<file path="src/rtl/vpgs_pkg.sv">
// Shared types and constants of the voice pitch and gain setup block.
// Depends on nothing; used by every module of the block.
package vpgs_pkg;

  localparam int VOICE_W  = 6;
  localparam int GAIN_W   = 10;
  localparam int MIX_W    = 19;
  localparam int PROD_W   = 49;          // 31-bit pitch times 18-bit C5 rate
  localparam int FREQ_FRAC = 8;
  localparam int DIV1_W   = PROD_W + FREQ_FRAC;
  localparam int Q1_W     = 41;          // quotient bits of the C5 divide
  // The C5 reference 66976 is 2^5 times 2093; the power of two is a plain shift.
  localparam int C5_POW2  = 5;
  localparam logic [11:0] C5_ODD = 12'd2093;
  localparam int NUM1_W   = DIV1_W - C5_POW2;
  localparam int DIG_W    = 13;          // quotient digit per reciprocal step
  localparam int DIGITS   = 4;           // NUM1_W / DIG_W
  localparam int REM1_W   = 12;
  localparam int PART_W   = REM1_W + DIG_W;
  localparam int RCP_W    = 26;
  localparam int RCP_SHIFT = PART_W + 12;
  // ceil(2^37 / 2093): exact quotient for every partial dividend below 2^25.
  localparam logic [RCP_W-1:0] C5_RCP = 26'd65666008;
  localparam int DIV2_W   = Q1_W + 5;    // 2^MIX_FRAC / 2^FREQ_FRAC = 32
  localparam int Q2_W     = 31;
  localparam int PANMAX   = 255;
  localparam logic [15:0] DECLICK_LEVEL = 16'd512;

  typedef enum logic [1:0] {
    CFG_MIX_RATE    = 2'd0,
    CFG_GLOBAL_GAIN = 2'd1,
    CFG_STEREO_MODE = 2'd2,
    CFG_UNUSED      = 2'd3
  } cfg_idx_t;

  typedef struct packed {
    logic [VOICE_W-1:0]       voice;
    logic                     rev;
    logic                     first;
    logic                     ramp;
    logic                     pos;
    logic                     ovf;
    logic signed [GAIN_W-1:0] gl;
    logic signed [GAIN_W-1:0] gr;
  } item_t;

endpackage

</file>
<file path="src/rtl/vpgs_div_mix.sv">
// Pipelined restoring divider by the mixing rate with early overflow detection.
// Depends on vpgs_pkg.
module vpgs_div_mix (
  input  logic                        clk,
  input  logic                        rst_n,
  input  logic [vpgs_pkg::MIX_W-1:0]  mix_rate,
  input  logic                        in_valid,
  input  vpgs_pkg::item_t             in_item,
  input  logic [vpgs_pkg::DIV2_W-1:0] in_dividend,
  output logic                        out_valid,
  output vpgs_pkg::item_t             out_item,
  output logic [vpgs_pkg::Q2_W-1:0]   out_quot
);
  import vpgs_pkg::*;

  logic [MIX_W-1:0] divisor;
  logic [MIX_W-1:0] top_bits;
  logic             ld_ovf;
  item_t            ld_item;

  logic [Q2_W:0]    valid_r;
  item_t            item_r [Q2_W+1];
  logic [MIX_W-1:0] rem_r  [Q2_W+1];
  logic [Q2_W-1:0]  low_r  [Q2_W+1];
  logic [MIX_W-1:0] rem_nxt [Q2_W];
  logic [Q2_W-1:0]  low_nxt [Q2_W];
  logic [MIX_W:0]   trial   [Q2_W];

  // A zero rate is taken as one.
  assign divisor  = (mix_rate == '0) ? MIX_W'(1) : mix_rate;
  assign top_bits = MIX_W'(in_dividend[DIV2_W-1:Q2_W]);
  assign ld_ovf   = (top_bits >= divisor);

  always_comb begin
    ld_item     = in_item;
    ld_item.ovf = ld_ovf;
  end

  always_comb begin
    for (int s = 0; s < Q2_W; s++) begin
      trial[s] = {rem_r[s], low_r[s][Q2_W-1]};
      if (trial[s] >= {1'b0, divisor}) begin
        rem_nxt[s] = MIX_W'(trial[s] - {1'b0, divisor});
        low_nxt[s] = {low_r[s][Q2_W-2:0], 1'b1};
      end else begin
        rem_nxt[s] = trial[s][MIX_W-1:0];
        low_nxt[s] = {low_r[s][Q2_W-2:0], 1'b0};
      end
    end
  end

  always_ff @(posedge clk) begin
    if (!rst_n) begin
      valid_r <= '0;
    end else begin
      valid_r <= {valid_r[Q2_W-1:0], in_valid};
    end
    item_r[0] <= ld_item;
    rem_r[0]  <= ld_ovf ? '0 : top_bits;
    low_r[0]  <= in_dividend[Q2_W-1:0];
    for (int s = 0; s < Q2_W; s++) begin
      item_r[s+1] <= item_r[s];
      rem_r[s+1]  <= rem_nxt[s];
      low_r[s+1]  <= low_nxt[s];
    end
  end

  assign out_valid = valid_r[Q2_W];
  assign out_item  = item_r[Q2_W];
  assign out_quot  = low_r[Q2_W];

endmodule

</file>
<file path="config.mk">
export PLATFORM = sky130hd
export DESIGN_NAME = vpgs_div_mix
export DESIGN_NICKNAME = d
export VERILOG_FILES = /design/src/rtl/vpgs_pkg.sv /design/src/rtl/vpgs_div_mix.sv
export SDC_FILE = /design/constraint.sdc
export NUM_CORES = 2
export LEC_CHECK = 0
export BUFFER_PORTS_ARGS = -buffer_cell sky130_fd_sc_hd__buf_2
export CAP_MARGIN = 5
export CORE_ASPECT_RATIO = 0.5
export CORE_UTILIZATION = 44
export DETAILED_ROUTE_END_ITERATION = 8
export HOLD_SLACK_MARGIN = 0.02
export RECOVER_POWER = 100
export SYNTH_ARGS = -nofsm -noshare
export SYNTH_HDL_FRONTEND = slang
export SYNTH_SLANG_ARGS = --single-unit
</file>
<file path="constraint.sdc">
create_clock -name clk -period 6.9 [get_ports clk]
set_clock_uncertainty 0.1 [all_clocks]
set_input_delay 1.035 -clock clk [delete_from_list [all_inputs] [get_ports clk]]
set_output_delay 1.035 -clock clk [all_outputs]
set_load 0.05 [all_outputs]
</file>
# [After elaboration in Yosys (flattened, before gate mapping)]
# Memories as Yosys holds them, arrays and structs flattened.
# Index checks and enable logic that the tools add are counted.
[classes] mux=64 order_cmp=32 n_addsub=31 reduce_logical=1
[ops] cell="$ge 20x19->1" count=31
[ops] cell="$mux 19" count=32
[ops] cell="$sub 19x19->19" count=31
[ops] cell="$mux 1" count=31
[ops] cell="$ge 15x19->1" count=1
[ops] cell="$logic_not 19->1" count=1
[ops] cell="$mux 15" count=1
[word_totals] ram_bits=2592 n_memories=3 word_cells=132 reg_bits=32 in_bits=99
[mem_list] memory="item_r" depth=32 word_bits=31 read_ports=32 rd_ports_with_merged_regs=0 wr=32 line_no="vpgs_div_mix.sv:22" source="item_t item_r [Q2_W+1];"
[mem_list] memory="low_r" depth=32 word_bits=31 read_ports=32 rd_ports_with_merged_regs=0 wr=32 line_no="vpgs_div_mix.sv:24" source="logic [Q2_W-1:0] low_r [Q2_W+1];"
[mem_list] memory="rem_r" depth=32 word_bits=19 read_ports=31 rd_ports_with_merged_regs=0 wr=32 line_no="vpgs_div_mix.sv:23" source="logic [MIX_W-1:0] rem_r [Q2_W+1];"

# [Depth between registers and ports, before layout]
[depth] word_depth=4 depth_mapped=18 mapped_depth_nobuf=17

# [Worst setup path after synthesis]
# Ideal clock, no wire load.
[synth_path] path_kind="input-to-reg" startpoint="in mix_rate[13] (netlist bit)" endpoint="mem rem_r[30][2], in the netlist rem_r[1][268]" arrival_time_ps=5504 t_required_ps=6679 path_stages=16 setup_slack_ps=1175 n_path_buf=1 path_cell_list="inv_1 > nand4_1 > nor4_1 > a41o_1 > ha_1 > fa_1 > nor2b_4 > o31a_1 > or4_1 > and4_1 > o31a_1 > a41oi_2 > nand3b_1 > a41oi_2 > buf_6 > mux2_4"
[synth_rtl] item="start: declaration" line_no="vpgs_div_mix.sv:6" source="input logic [vpgs_pkg::MIX_W-1:0] mix_rate,"
[synth_rtl] item="end: declaration" line_no="vpgs_div_mix.sv:23"

==> run_results.csv <==
group,metric,value,unit
run_status,status,"complete, but fails checks",
run_status,failed_checks,"capacitance limit, slew limit",
timing,rsz0062_at_grt,"no",
place,port_buffers,160,
synth,syn_area,85300,sq um
detailed_routing,drt_iter0_markers,2790,
global_routing,busiest_layer,"met2",
clocking,clkSinkCount,2601,
power,powerDensity,519,nW/um^2
setup_path,path_class,"primary input to flop",
clocking,cts_root_buffer,"clkbuf_16",
synth,ys_dominant_reg_cell,"dfxtp_1",
setup_path,crit_buf_inv,5,
synth,netlist_top_cells_count,"dfxtp_1 (2601), ha_1 (602), o21ai_0 (486)",
floorplan,die_w,625,um
synth,synth_nets,8069,
synth,yosys-top-cells-area,"dfxtp_1 (61%), ha_1 (8.8%), o21ai_0 (2.9%)",
finish,final_cells,10400,
floorplan,rows,113,
power,vdd_drop_max,0.000253,V
setup_path,crit_slowest_cell,"o21ai_0",
synth,synthArstFlopShare,0,%
clocking,cts_resized,0,
clocking,cts_setup_buffers,0,
global_routing,grt_use_met2,25.1,%
setup_path,worst_setup_path_end_kind,"flop",
clocking,cts_tree,"yes",
setup_path,cp_max_fo,15,
global_routing,grt_first_pass_wirelength,252,mm
clocking,ctsHoldBuffers,0,
timing,worst_slack,1210,ps
setup_path,start_kind,"primary input",
floorplan,core,191000,sq um
synth,synth.most_common_cell,"dfxtp_1",
setup_path,r2r_cells,9,
detailed_routing,drt_pass1_iterations,8,
setup_path,ff2ff_setup_slack,2310,ps
setup_path,slowest_delay,890,ps
synth,yosys.area.top_type_share,61.0,%
run,maxCapViolations,3,
timing,fin_crit,5690,ps
clocking,htreeDepth,4,
detailed_routing,wl_per_cell,15.2,um
clocking,worstSkewPairLatency,870,ps
finish,layout.nets,8363,
power,p_leak,41.4,nW
worst_hold_path,hp-start,"in_dividend[17]",
synth,ys_ff_latch,2601,
clocking,clk_pin_slew,70,ps
place,pre_cts_ws,1060,ps
detailed_routing,drtAntennaViolNets,0,
setup_path,critPathRequiredTime,7540,ps
place,globalplace.congestion,0.889,
synth,yosysTopAreaCell,"dfxtp_1",
floorplan,top_level_ports,162,
place,dp_hpwl,108,mm
setup_path,crit_chain,"buf_2 > inv_2 > nand4_1 > clkbuf_1 > nor4_1 > a41o_1 > buf_12 > ha_1 > fa_1 > nor2b_1 > o21ai_0 > a21oi_1 > o221ai_1 > a211oi_1 > a21oi_1 > o21ai_0 > clkbuf_1 > mux2_2",
detailed_routing,remaining_drc_errors,0,
power,p_total,50.1,mW
finish,post-route-util,50.5,%
timing,worst_slew_pin_slew,2820,ps
detailed_routing,via_per_inst,4.85,
timing,fmax,0.176,GHz
timing,timing_hold_violations_final,0,
setup_path,r2r-end,"rem_r[1][212]",
finish,areaGrowthSynthToFinish,13.2,%
floorplan,fp.dieArea,196000,sq um
timing,setup_viol,0,
synth,yosys_warnings,0,
timing,finalSetupTns,0,ps
global_routing,use_met3,2.82,%
floorplan,initial_utilization,44.6,%
global_routing,grt_antenna_before_repair,4,
timing,drv_slew,59,
synth,syn_area_per_cell,11.6,sq um
clocking,cts_buffer_depth,4,
synth,synth-seq-area-share,61.0,%
synth,netlist_instances,7338,
place,place_inst,10000,
setup_path,arrival,6330,ps
timing,relSlewSlack,-90.3,%
setup_path,crit_family,"compound AO/OA/AOI/OAI gates",
clocking,cts-buffers-inserted,216,
finish,fillers,16900,
worst_hold_path,whs_endpoint,"low_r[0][17]",
global_routing,grt_pass1_vias,48500,
worst_hold_path,min_path_type,"primary input to flop",
floorplan,fp.dieH,313,um
detailed_routing,vias,50400,
detailed_routing,wl,158,mm
synth,synth_edf_count,0,
global_routing,use_met1,22.3,%
synth,ys_types,87,
global_routing,overflow,0,
timing,timing.final.crit_share,82.5,%
setup_path,r2r_start,"rem_r[1][198]",
finish,drive_gt1_share,9.38,%
global_routing,grt_max_degree,40,
worst_hold_path,min_path_cells,1,
global_routing,track_usage,15.9,%
[worst max path at each step]
stage | start | to | slack, ps | depth (start not counted)
floorplan | mix_rate[13] | rem_r[1][268] | 1170 | 16
global placement | mix_rate[17] | rem_r[1][75] | 1110 | 16
detailed placement | mix_rate[17] | rem_r[1][61] | 1060 | 16
CTS | mix_rate[17] | rem_r[1][284] | 1970 | 15
global route | mix_rate[12] | rem_r[1][150] | 880 | 19
finish | mix_rate[12] | rem_r[1][44] | 1210 | 18
[cells in the final DEF, fill, tap and decap left out, types with 48 or more instances in the layout]
cell type	instances
a21o_1	193
a21oi_1	444
buf_2	92
clkbuf_1	123
clkbuf_16	217
dfxtp_1	2601
ha_1	602
inv_1	189
mux2_2	166
nand2_1	461
nand2b_1	68
nand3_1	79
nand4_1	78
nor2_1	337
nor2b_1	85
nor3_1	110
o21a_1	89
o21ai_0	493
o31ai_1	48
xnor2_1	251
xor2_1	204
[layout make-up]
| type | count | area, sq um | area share (%) |
|---|---|---|---|
| Timing Repair Buffer | 243 | 1280 | 1.33 |
| Clock buffer | 274 | 6010 | 6.23 |
| Inverter | 203 | 762 | 0.789 |
| Multi-Input combinational cell | 4367 | 31600 | 32.7 |
| Clock inverter | 114 | 1630 | 1.69 |
| Sequential cell | 2601 | 52100 | 53.9 |
| Tap cell | 2587 | 3240 | 3.35 |
| Antenna cell | 2 | 5.00 | 0.00518 |
[routing by layer]
layer / share of wire (%) / vias to the layer above
met5: 0 / -
met1: 50 / 23100
li1: - / 26200
met2: 43 / 796
met4: 2.8 / 0
met3: 4.2 / 267
[registers in the layout, summed over array words and instances, names as in the netlist]
signal,count
item_r,992
low_r,992
rem_r,585
valid_r,32
[per-stage QoR]
step | area [sq um] | hold slack (ps)
after global placement | 89300 | 210
after global routing | 96500 | 109
after CTS | 97000 | 104
final | 96600 | 175
after floorplan | 85300 | 210
after detailed placement | 89300 | 212
[logic make-up after synthesis]
family,synth area share [%]
adders and majority gates,9.53
buffers and inverters,1.95
xor gates and xnor gates,4.67
and+or+nand+nor,8.09
DFF,61.0
muxes,2.90
AOI/OAI and AO/OA,11.8
[power breakdown]
group          total (mW)  internal [mW]  switching, mW
clock network        12.9           7.46           5.46
logic                17.0           7.64           9.36
registers            20.2           18.6           1.56
Power figures use the tool's default switching activity.
