$ cat src/rtl/vpgs_pkg.sv
// Shared types and constants of the voice pitch and gain setup block.
// Depends on nothing; used by every module of the block.
package vpgs_pkg;

  localparam int VOICE_W  = 6;
  localparam int GAIN_W   = 10;
  localparam int MIX_W    = 19;
  localparam int PROD_W   = 49;          // 31-bit pitch times 18-bit C5 rate
  localparam int FREQ_FRAC = 8;
  localparam int DIV1_W   = PROD_W + FREQ_FRAC;
  localparam int Q1_W     = 41;          // quotient bits of the C5 divide
  // The C5 reference 66976 is 2^5 times 2093; the power of two is a plain shift.
  localparam int C5_POW2  = 5;
  localparam logic [11:0] C5_ODD = 12'd2093;
  localparam int NUM1_W   = DIV1_W - C5_POW2;
  localparam int DIG_W    = 13;          // quotient digit per reciprocal step
  localparam int DIGITS   = 4;           // NUM1_W / DIG_W
  localparam int REM1_W   = 12;
  localparam int PART_W   = REM1_W + DIG_W;
  localparam int RCP_W    = 26;
  localparam int RCP_SHIFT = PART_W + 12;
  // ceil(2^37 / 2093): exact quotient for every partial dividend below 2^25.
  localparam logic [RCP_W-1:0] C5_RCP = 26'd65666008;
  localparam int DIV2_W   = Q1_W + 5;    // 2^MIX_FRAC / 2^FREQ_FRAC = 32
  localparam int Q2_W     = 31;
  localparam int PANMAX   = 255;
  localparam logic [15:0] DECLICK_LEVEL = 16'd512;

  typedef enum logic [1:0] {
    CFG_MIX_RATE    = 2'd0,
    CFG_GLOBAL_GAIN = 2'd1,
    CFG_STEREO_MODE = 2'd2,
    CFG_UNUSED      = 2'd3
  } cfg_idx_t;

  typedef struct packed {
    logic [VOICE_W-1:0]       voice;
    logic                     rev;
    logic                     first;
    logic                     ramp;
    logic                     pos;
    logic                     ovf;
    logic signed [GAIN_W-1:0] gl;
    logic signed [GAIN_W-1:0] gr;
  } item_t;

endpackage

$ cat src/rtl/vpgs_div_c5.sv
// Pipelined divider by the constant C5 reference: reciprocal multiplication on
// 13-bit digits, two stages per digit. Depends on vpgs_pkg.
module vpgs_div_c5 (
  input  logic                        clk,
  input  logic                        rst_n,
  input  logic                        in_valid,
  input  vpgs_pkg::item_t             in_item,
  input  logic [vpgs_pkg::DIV1_W-1:0] in_dividend,
  output logic                        out_valid,
  output vpgs_pkg::item_t             out_item,
  output logic [vpgs_pkg::Q1_W-1:0]   out_quot
);
  import vpgs_pkg::*;

  logic [NUM1_W-1:0]       num;
  logic [DIGITS-1:0]       a_valid_r;
  item_t                   a_item_r  [DIGITS];
  logic [PART_W-1:0]       a_part_r  [DIGITS];
  logic [DIG_W-1:0]        a_qd_r    [DIGITS];
  logic [NUM1_W-1:0]       a_low_r   [DIGITS];
  logic [NUM1_W-1:0]       a_quot_r  [DIGITS];
  logic [DIGITS-1:0]       b_valid_r;
  item_t                   b_item_r  [DIGITS];
  logic [REM1_W-1:0]       b_rem_r   [DIGITS];
  logic [NUM1_W-1:0]       b_low_r   [DIGITS];
  logic [NUM1_W-1:0]       b_quot_r  [DIGITS];
  logic [DIGITS-1:0]       src_valid;
  item_t                   src_item  [DIGITS];
  logic [REM1_W-1:0]       src_rem   [DIGITS];
  logic [NUM1_W-1:0]       src_low   [DIGITS];
  logic [NUM1_W-1:0]       src_quot  [DIGITS];
  logic [PART_W-1:0]       part      [DIGITS];
  logic [PART_W+RCP_W-1:0] rcp_prod  [DIGITS];
  logic [DIG_W-1:0]        qd        [DIGITS];
  logic [PART_W-1:0]       back_prod [DIGITS];
  logic [REM1_W-1:0]       rem_nxt   [DIGITS];

  // Dropping the power-of-two factor first keeps the floor exact.
  assign num = in_dividend[DIV1_W-1:C5_POW2];

  always_comb begin
    src_valid[0] = in_valid;
    src_item[0]  = in_item;
    src_rem[0]   = '0;
    src_low[0]   = num;
    src_quot[0]  = '0;
    for (int d = 1; d < DIGITS; d++) begin
      src_valid[d] = b_valid_r[d-1];
      src_item[d]  = b_item_r[d-1];
      src_rem[d]   = b_rem_r[d-1];
      src_low[d]   = b_low_r[d-1];
      src_quot[d]  = b_quot_r[d-1];
    end
    for (int d = 0; d < DIGITS; d++) begin
      // First stage of a digit: quotient digit from the reciprocal.
      part[d]      = {src_rem[d], src_low[d][NUM1_W-1 -: DIG_W]};
      rcp_prod[d]  = part[d] * C5_RCP;
      qd[d]        = rcp_prod[d][RCP_SHIFT +: DIG_W];
      // Second stage: the remainder carried into the next digit.
      back_prod[d] = a_qd_r[d] * C5_ODD;
      rem_nxt[d]   = REM1_W'(a_part_r[d] - back_prod[d]);
    end
  end

  always_ff @(posedge clk) begin
    if (!rst_n) begin
      a_valid_r <= '0;
      b_valid_r <= '0;
    end else begin
      a_valid_r <= src_valid;
      b_valid_r <= a_valid_r;
    end
    for (int d = 0; d < DIGITS; d++) begin
      a_item_r[d] <= src_item[d];
      a_part_r[d] <= part[d];
      a_qd_r[d]   <= qd[d];
      a_low_r[d]  <= src_low[d] << DIG_W;
      a_quot_r[d] <= {src_quot[d][NUM1_W-DIG_W-1:0], qd[d]};
      b_item_r[d] <= a_item_r[d];
      b_rem_r[d]  <= rem_nxt[d];
      b_low_r[d]  <= a_low_r[d];
      b_quot_r[d] <= a_quot_r[d];
    end
  end

  assign out_valid = b_valid_r[DIGITS-1];
  assign out_item  = b_item_r[DIGITS-1];
  assign out_quot  = b_quot_r[DIGITS-1][Q1_W-1:0];

endmodule

$ cat config.mk
export PLATFORM = sky130hd
export DESIGN_NAME = vpgs_div_c5
export DESIGN_NICKNAME = d
export VERILOG_FILES = /design/src/rtl/vpgs_pkg.sv /design/src/rtl/vpgs_div_c5.sv
export SDC_FILE = /design/constraint.sdc
export NUM_CORES = 2
export LEC_CHECK = 0
export BUFFER_PORTS_ARGS = -buffer_cell sky130_fd_sc_hd__clkbuf_2
export CORE_MARGIN = 10
export CORE_UTILIZATION = 40
export CTS_CLUSTER_DIAMETER = 120
export DETAILED_ROUTE_END_ITERATION = 7
export HOLD_SLACK_MARGIN = 0.08
export PLACE_DENSITY_LB_ADDON = 0.2
export SLEW_MARGIN = 0
export SYNTH_ARGS = -nofsm -noshare
export SYNTH_HDL_FRONTEND = slang
export SYNTH_SLANG_ARGS = --single-unit
$ cat constraint.sdc
create_clock -name clk -period 9.3 [get_ports clk]
set_clock_uncertainty 0.2 [all_clocks]
set_input_delay 1.395 -clock clk [delete_from_list [all_inputs] [get_ports clk]]
set_output_delay 1.395 -clock clk [all_outputs]
set_load 0.1 [all_outputs]
### After elaboration in Yosys (flattened, before gate mapping)

Memories as Yosys holds them, arrays and structs flattened.
Cells that the tools add are included.

| operators by class | value |
|---|---|
| add/sub/neg operators | 4 |
| multipliers | 8 |
| div/mod/pow operators | 0 |
| magnitude comparators | 0 |
| equality and inequality tests | 0 |
| shifts and indexed selects | 0 |
| multiplexer cells | 0 |
| bitwise operators | 0 |
| reduce and logical (&&, ||, !) cells | 0 |

Operators by type and width:

| kind | number |
|---|---|
| $mul A25 B23 Y47 const B | 3 |
| $mul A13 B12 Y12 const B | 4 |
| $sub A12 B12 Y12 | 4 |
| $mul A13 B23 Y36 const B | 1 |

| storage, ports and cells | value |
|---|---|
| register bits after elaboration | 8 |
| bits in latches | 0 |
| RAM bits | 1228 |
| bits in read-only memories | 0 |
| word-level logic and storage cells | 23 |
| memories | 9 |

Memories:

| memory | words | bits a word | rd ports | clocked after Yosys merged registers in | wr ports | RTL line | source |
|---|---|---|---|---|---|---|---|
| a_quot_r | 4 | 52 | 4 | 0 | 4 | vpgs_div_c5.sv:21 | `logic [NUM1_W-1:0] a_quot_r [DIGITS];` |
| b_low_r | 4 | 52 | 3 | 0 | 4 | vpgs_div_c5.sv:25 | `logic [NUM1_W-1:0] b_low_r [DIGITS];` |
| b_quot_r | 4 | 52 | 4 | 0 | 4 | vpgs_div_c5.sv:26 | `logic [NUM1_W-1:0] b_quot_r [DIGITS];` |
| a_low_r | 4 | 39 | 4 | 0 | 4 | vpgs_div_c5.sv:20 | `logic [NUM1_W-1:0] a_low_r [DIGITS];` |
| a_item_r | 4 | 31 | 4 | 0 | 4 | vpgs_div_c5.sv:17 | `item_t a_item_r [DIGITS];` |
| b_item_r | 4 | 31 | 4 | 0 | 4 | vpgs_div_c5.sv:23 | `item_t b_item_r [DIGITS];` |
| 3 more memories | n/a | n/a | n/a | n/a | n/a | n/a |  |

### Logic depth before layout (Yosys ltp)

An unclocked memory read counts as a cell.

| depth | value |
|---|---|
| word-level depth | 3 |
| mapped depth | 23 |

### Worst setup path before layout

No wires, ideal clock.

| path | value |
|---|---|
| path type | flip-flop to flip-flop |
| from | mem b_rem_r[2][0] |
| to | mem a_quot_r[3][11] (netlist name) |
| setup time | 72 ps |
| arrival | 6279 ps |
| slack | 2749 ps |
| cell stages (with the launch flop) | 24 |
| cell sequence | dfxtp_1 > inv_1 > fa_1 > inv_1 > fa_1 > inv_1 > fa_1 > inv_1 > fa_1 > fa_1 > fa_1 > inv_1 > fa_1 > inv_1 > ha_1 > and2_1 > a221oi_2 > o21ai_1 > a211o_1 > o21ai_4 > a211oi_2 > or3_4 > a21oi_2 > xnor2_1 |

RTL lines:

| what | RTL line | source |
|---|---|---|
| start: declaration | vpgs_div_c5.sv:24 | `logic [REM1_W-1:0] b_rem_r [DIGITS];` |
| end: declaration | vpgs_div_c5.sv:21 |  |

==> flow_summary_export.csv <==
group,metric,value,unit
setup_path,end_kind,"register",
grt,grt_start_max_net_pins,16,
grt,antenna_found_initial,5,
grt,grtUsageMet2,27.9,%
die,num_io_pins,164,
logic_synthesis,synth_cell_types,68,
clocking,post-cts-setup-buffers,0,
grt,globalRouteTotalUtil,16.7,%
cells_and_area,syn_to_final_growth,10.4,%
min_path,hold_path_end,"b_item_r[3][28]",
min_path,hp-class,"register to register",
die,die-area,152000,µm²
cells_and_area,fillers,12900,
logic_synthesis,yosys_warnings,0,
routing,remaining_drc_errors,0,
cells_and_area,fin_util,44.5,%
routing,routed_wirelength,121000,µm
die,rows,135,
placement,port-buffer-count,158,
setup_path,reg2reg_from,"b_low_r[0][43]",
logic_synthesis,synth_area,54800,µm²
grt,grt.busiest_layer,"met2",
clocking,tritoncts,"built",
sta,fin_crit_sh,84.3,%
cells_and_area,final_cell_mix,"inv_1 (1,554), fa_1 (1,086), ha_1 (797)",
clocking,postCtsHoldBufs,0,
clocking,cts_resized,0,
setup_path,worstPathArrival,8210,ps
die,die_y,390,µm
clocking,htreeDepth,3,
clocking,clockBufferDepth,3,
setup_path,r2r_slack,1460,ps
clocking,path_clk_slew,60,ps
setup_path,r2r_end,"a_quot_r[1][12]",
cells_and_area,drive_gt1_share,6.35,%
min_path,whs_path_depth,0,
sta,final.setup.tns,0,ps
routing,vias,30500,
status,status,"finished, final reports clean",
setup_path,worstPathMaxFanout,7,
routing,detail_route.wl_per_cell,17.8,µm
logic_synthesis,syn_inst,4721,
logic_synthesis,synth_edf_count,0,
grt,grtUsageMet1,21.9,%
logic_synthesis,async_flop_share,0,%
clocking,clk_latency,700,ps
routing,firstDrtPassIters,5,
sta,finalSetupViolCount,0,
sta,grt_setup_unrepaired,"false",
sta,slew_headroom,35.3,%
grt,grt_pass1_vias,34500,
placement,globalplace.congestion,0.917,
logic_synthesis,ys_ff_latch,656,
sta,slew_violations,0,
routing,drt_iter0_markers,1291,
sta,fmax,128,MHz
logic_synthesis,synthFlopType,"dfxtp_1",
setup_path,start_kind,"register",
clocking,cts.sinks,656,
sta,hold_viol,0,
logic_synthesis,syn_nets,6695,
sta,min_period,7840,ps
sta,tightest_slew,946,ps
placement,dp_hpwl,106000,µm
die,initial_core_util,40.3,%
clocking,root_buffer,"clkbuf_16",
die,die_x,390,µm
setup_path,worstPathRequired,9670,ps
grt,overflow,0,
routing,postRouteAntennaNets,0,
min_path,hold_path.startpoint,"a_item_r[3][28]",
routing,drt-vias-per-instance,4.47,
clocking,cts_inserted_buffers,75,
cells_and_area,num-nets-final,6938,
setup_path,r2r_cells,21,
grt,met3_usage,3.19,%
logic_synthesis,yosysSeqAreaShare,24.0,%
cells_and_area,layout_commonest_cell,"inv_1",
grt,grt_pass1_wl,194000,µm
run,cap_violations,0,
die,core,136000,µm²
logic_synthesis,syn_avg_cell_area,11.6,µm²
setup_path,critical_path_class,"register to register",
-- layer usage --
metal / wire (µm) / up-vias
li1: - / 14500
met1: 53600 / 15200
met2: 58000 / 573
met3: 6400 / 153
met4: 3130 / 2
met5: 13 / -
-- state kept, by name, indices dropped and copies added, names as in the netlist --
signal,flops
a_item_r,124
b_item_r,124
b_quot_r,86
a_low_r,78
b_low_r,78
a_quot_r,60
a_part_r,36
b_rem_r,36
a_qd_r,26
a_valid_r,4
b_valid_r,4
-- synthesized netlist by cell type (5+ instances only) --
master,count,share of area (%)
a21oi_1,92,0.84
nor2b_1,15,0.17
xor2_1,44,0.70
o21ai_0,47,0.43
and2_1,12,0.14
a21o_1,55,0.75
xnor2_1,59,0.94
nand2_1,38,0.26
nor2_1,50,0.34
dfxtp_1,656,24
and3_1,11,0.13
nand4_1,15,0.17
o21ai_1,13,0.12
nand3b_1,6,0.082
o31ai_1,5,0.069
o211ai_1,7,0.096
ha_1,797,18
o21a_1,13,0.18
a31oi_1,5,0.057
nand3_1,14,0.13
a2111oi_0,7,0.11
fa_1,1086,40
inv_1,1554,11
nor3_1,19,0.17
a211oi_1,6,0.082
nand2b_1,13,0.15
-- through the flow --
stage                     hold WS, ps  cells  worst slack, ps  area [µm²]
after global placement            110   6668             1410       57800
after CTS                         109   6806             1480       60500
after global routing              115   6806             1060       60500
final                             107   6807             1460       60500
after detailed placement          112   6668             1500       57800
after floorplan                   110   4721             2750       54800
-- kinds of logic after synthesis --
| group | Yosys count | synth area share, % |
|---|---|---|
| adders and majority gates | 1883 | 57.9 |
| buffers and inverters | 1555 | 10.7 |
| DFF | 656 | 24.0 |
| AOI/OAI and AO/OA | 306 | 3.66 |
| and+or+nand+nor | 215 | 2.08 |
| xor gates and xnor gates | 103 | 1.65 |
| muxes | 3 | 0.0548 |
-- critical path, cell delays in order (launching register included) --
cell       delay [ps]
dfxtp_1           780
inv_1             260
fa_1              740
fa_1              490
fa_1              560
inv_1              70
fa_1              490
fa_1              420
fa_1              480
inv_1              50
fa_1              470
inv_1              40
ha_1              280
and3_1            210
a221oi_1           80
o21ai_0           640
nand3b_1          220
o211ai_1          180
a21oi_2           350
o2111ai_1         190
and3_1            180
a311o_1           320
-- cell type report --
type | count | area (µm²) | share of cell area, %
timing repair buffer | 167 | 858 | 1.42
tap | 1781 | 2230 | 3.69
clock inverter | 45 | 588 | 0.973
inverter | 1554 | 5830 | 9.65
multi-input combinational | 2510 | 35800 | 59.2
sequential | 656 | 13100 | 21.7
clock buffer | 93 | 2030 | 3.36
antenna | 1 | 2.50 | 0.00414
-- worst max-delay path by stage --
stage                   start              end  slack, ps  cells past startpoint
2_1_floorplan   b_rem_r[2][0]  a_quot_r[3][11]       2750                     23
3_3_place_gp   b_low_r[0][43]  a_quot_r[1][12]       1410                     21
3_5_place_dp   b_low_r[0][43]  a_quot_r[1][12]       1500                     21
4_1_cts        b_low_r[0][43]  a_quot_r[1][12]       1480                     21
5_1_grt        b_low_r[0][43]  a_quot_r[1][12]       1060                     21
6_report       b_low_r[0][43]  a_quot_r[1][12]       1460                     21
Power is left out: the tool's default activity adds up to more than one toggle a clock period on the data nets, which glitch-free logic cannot reach.
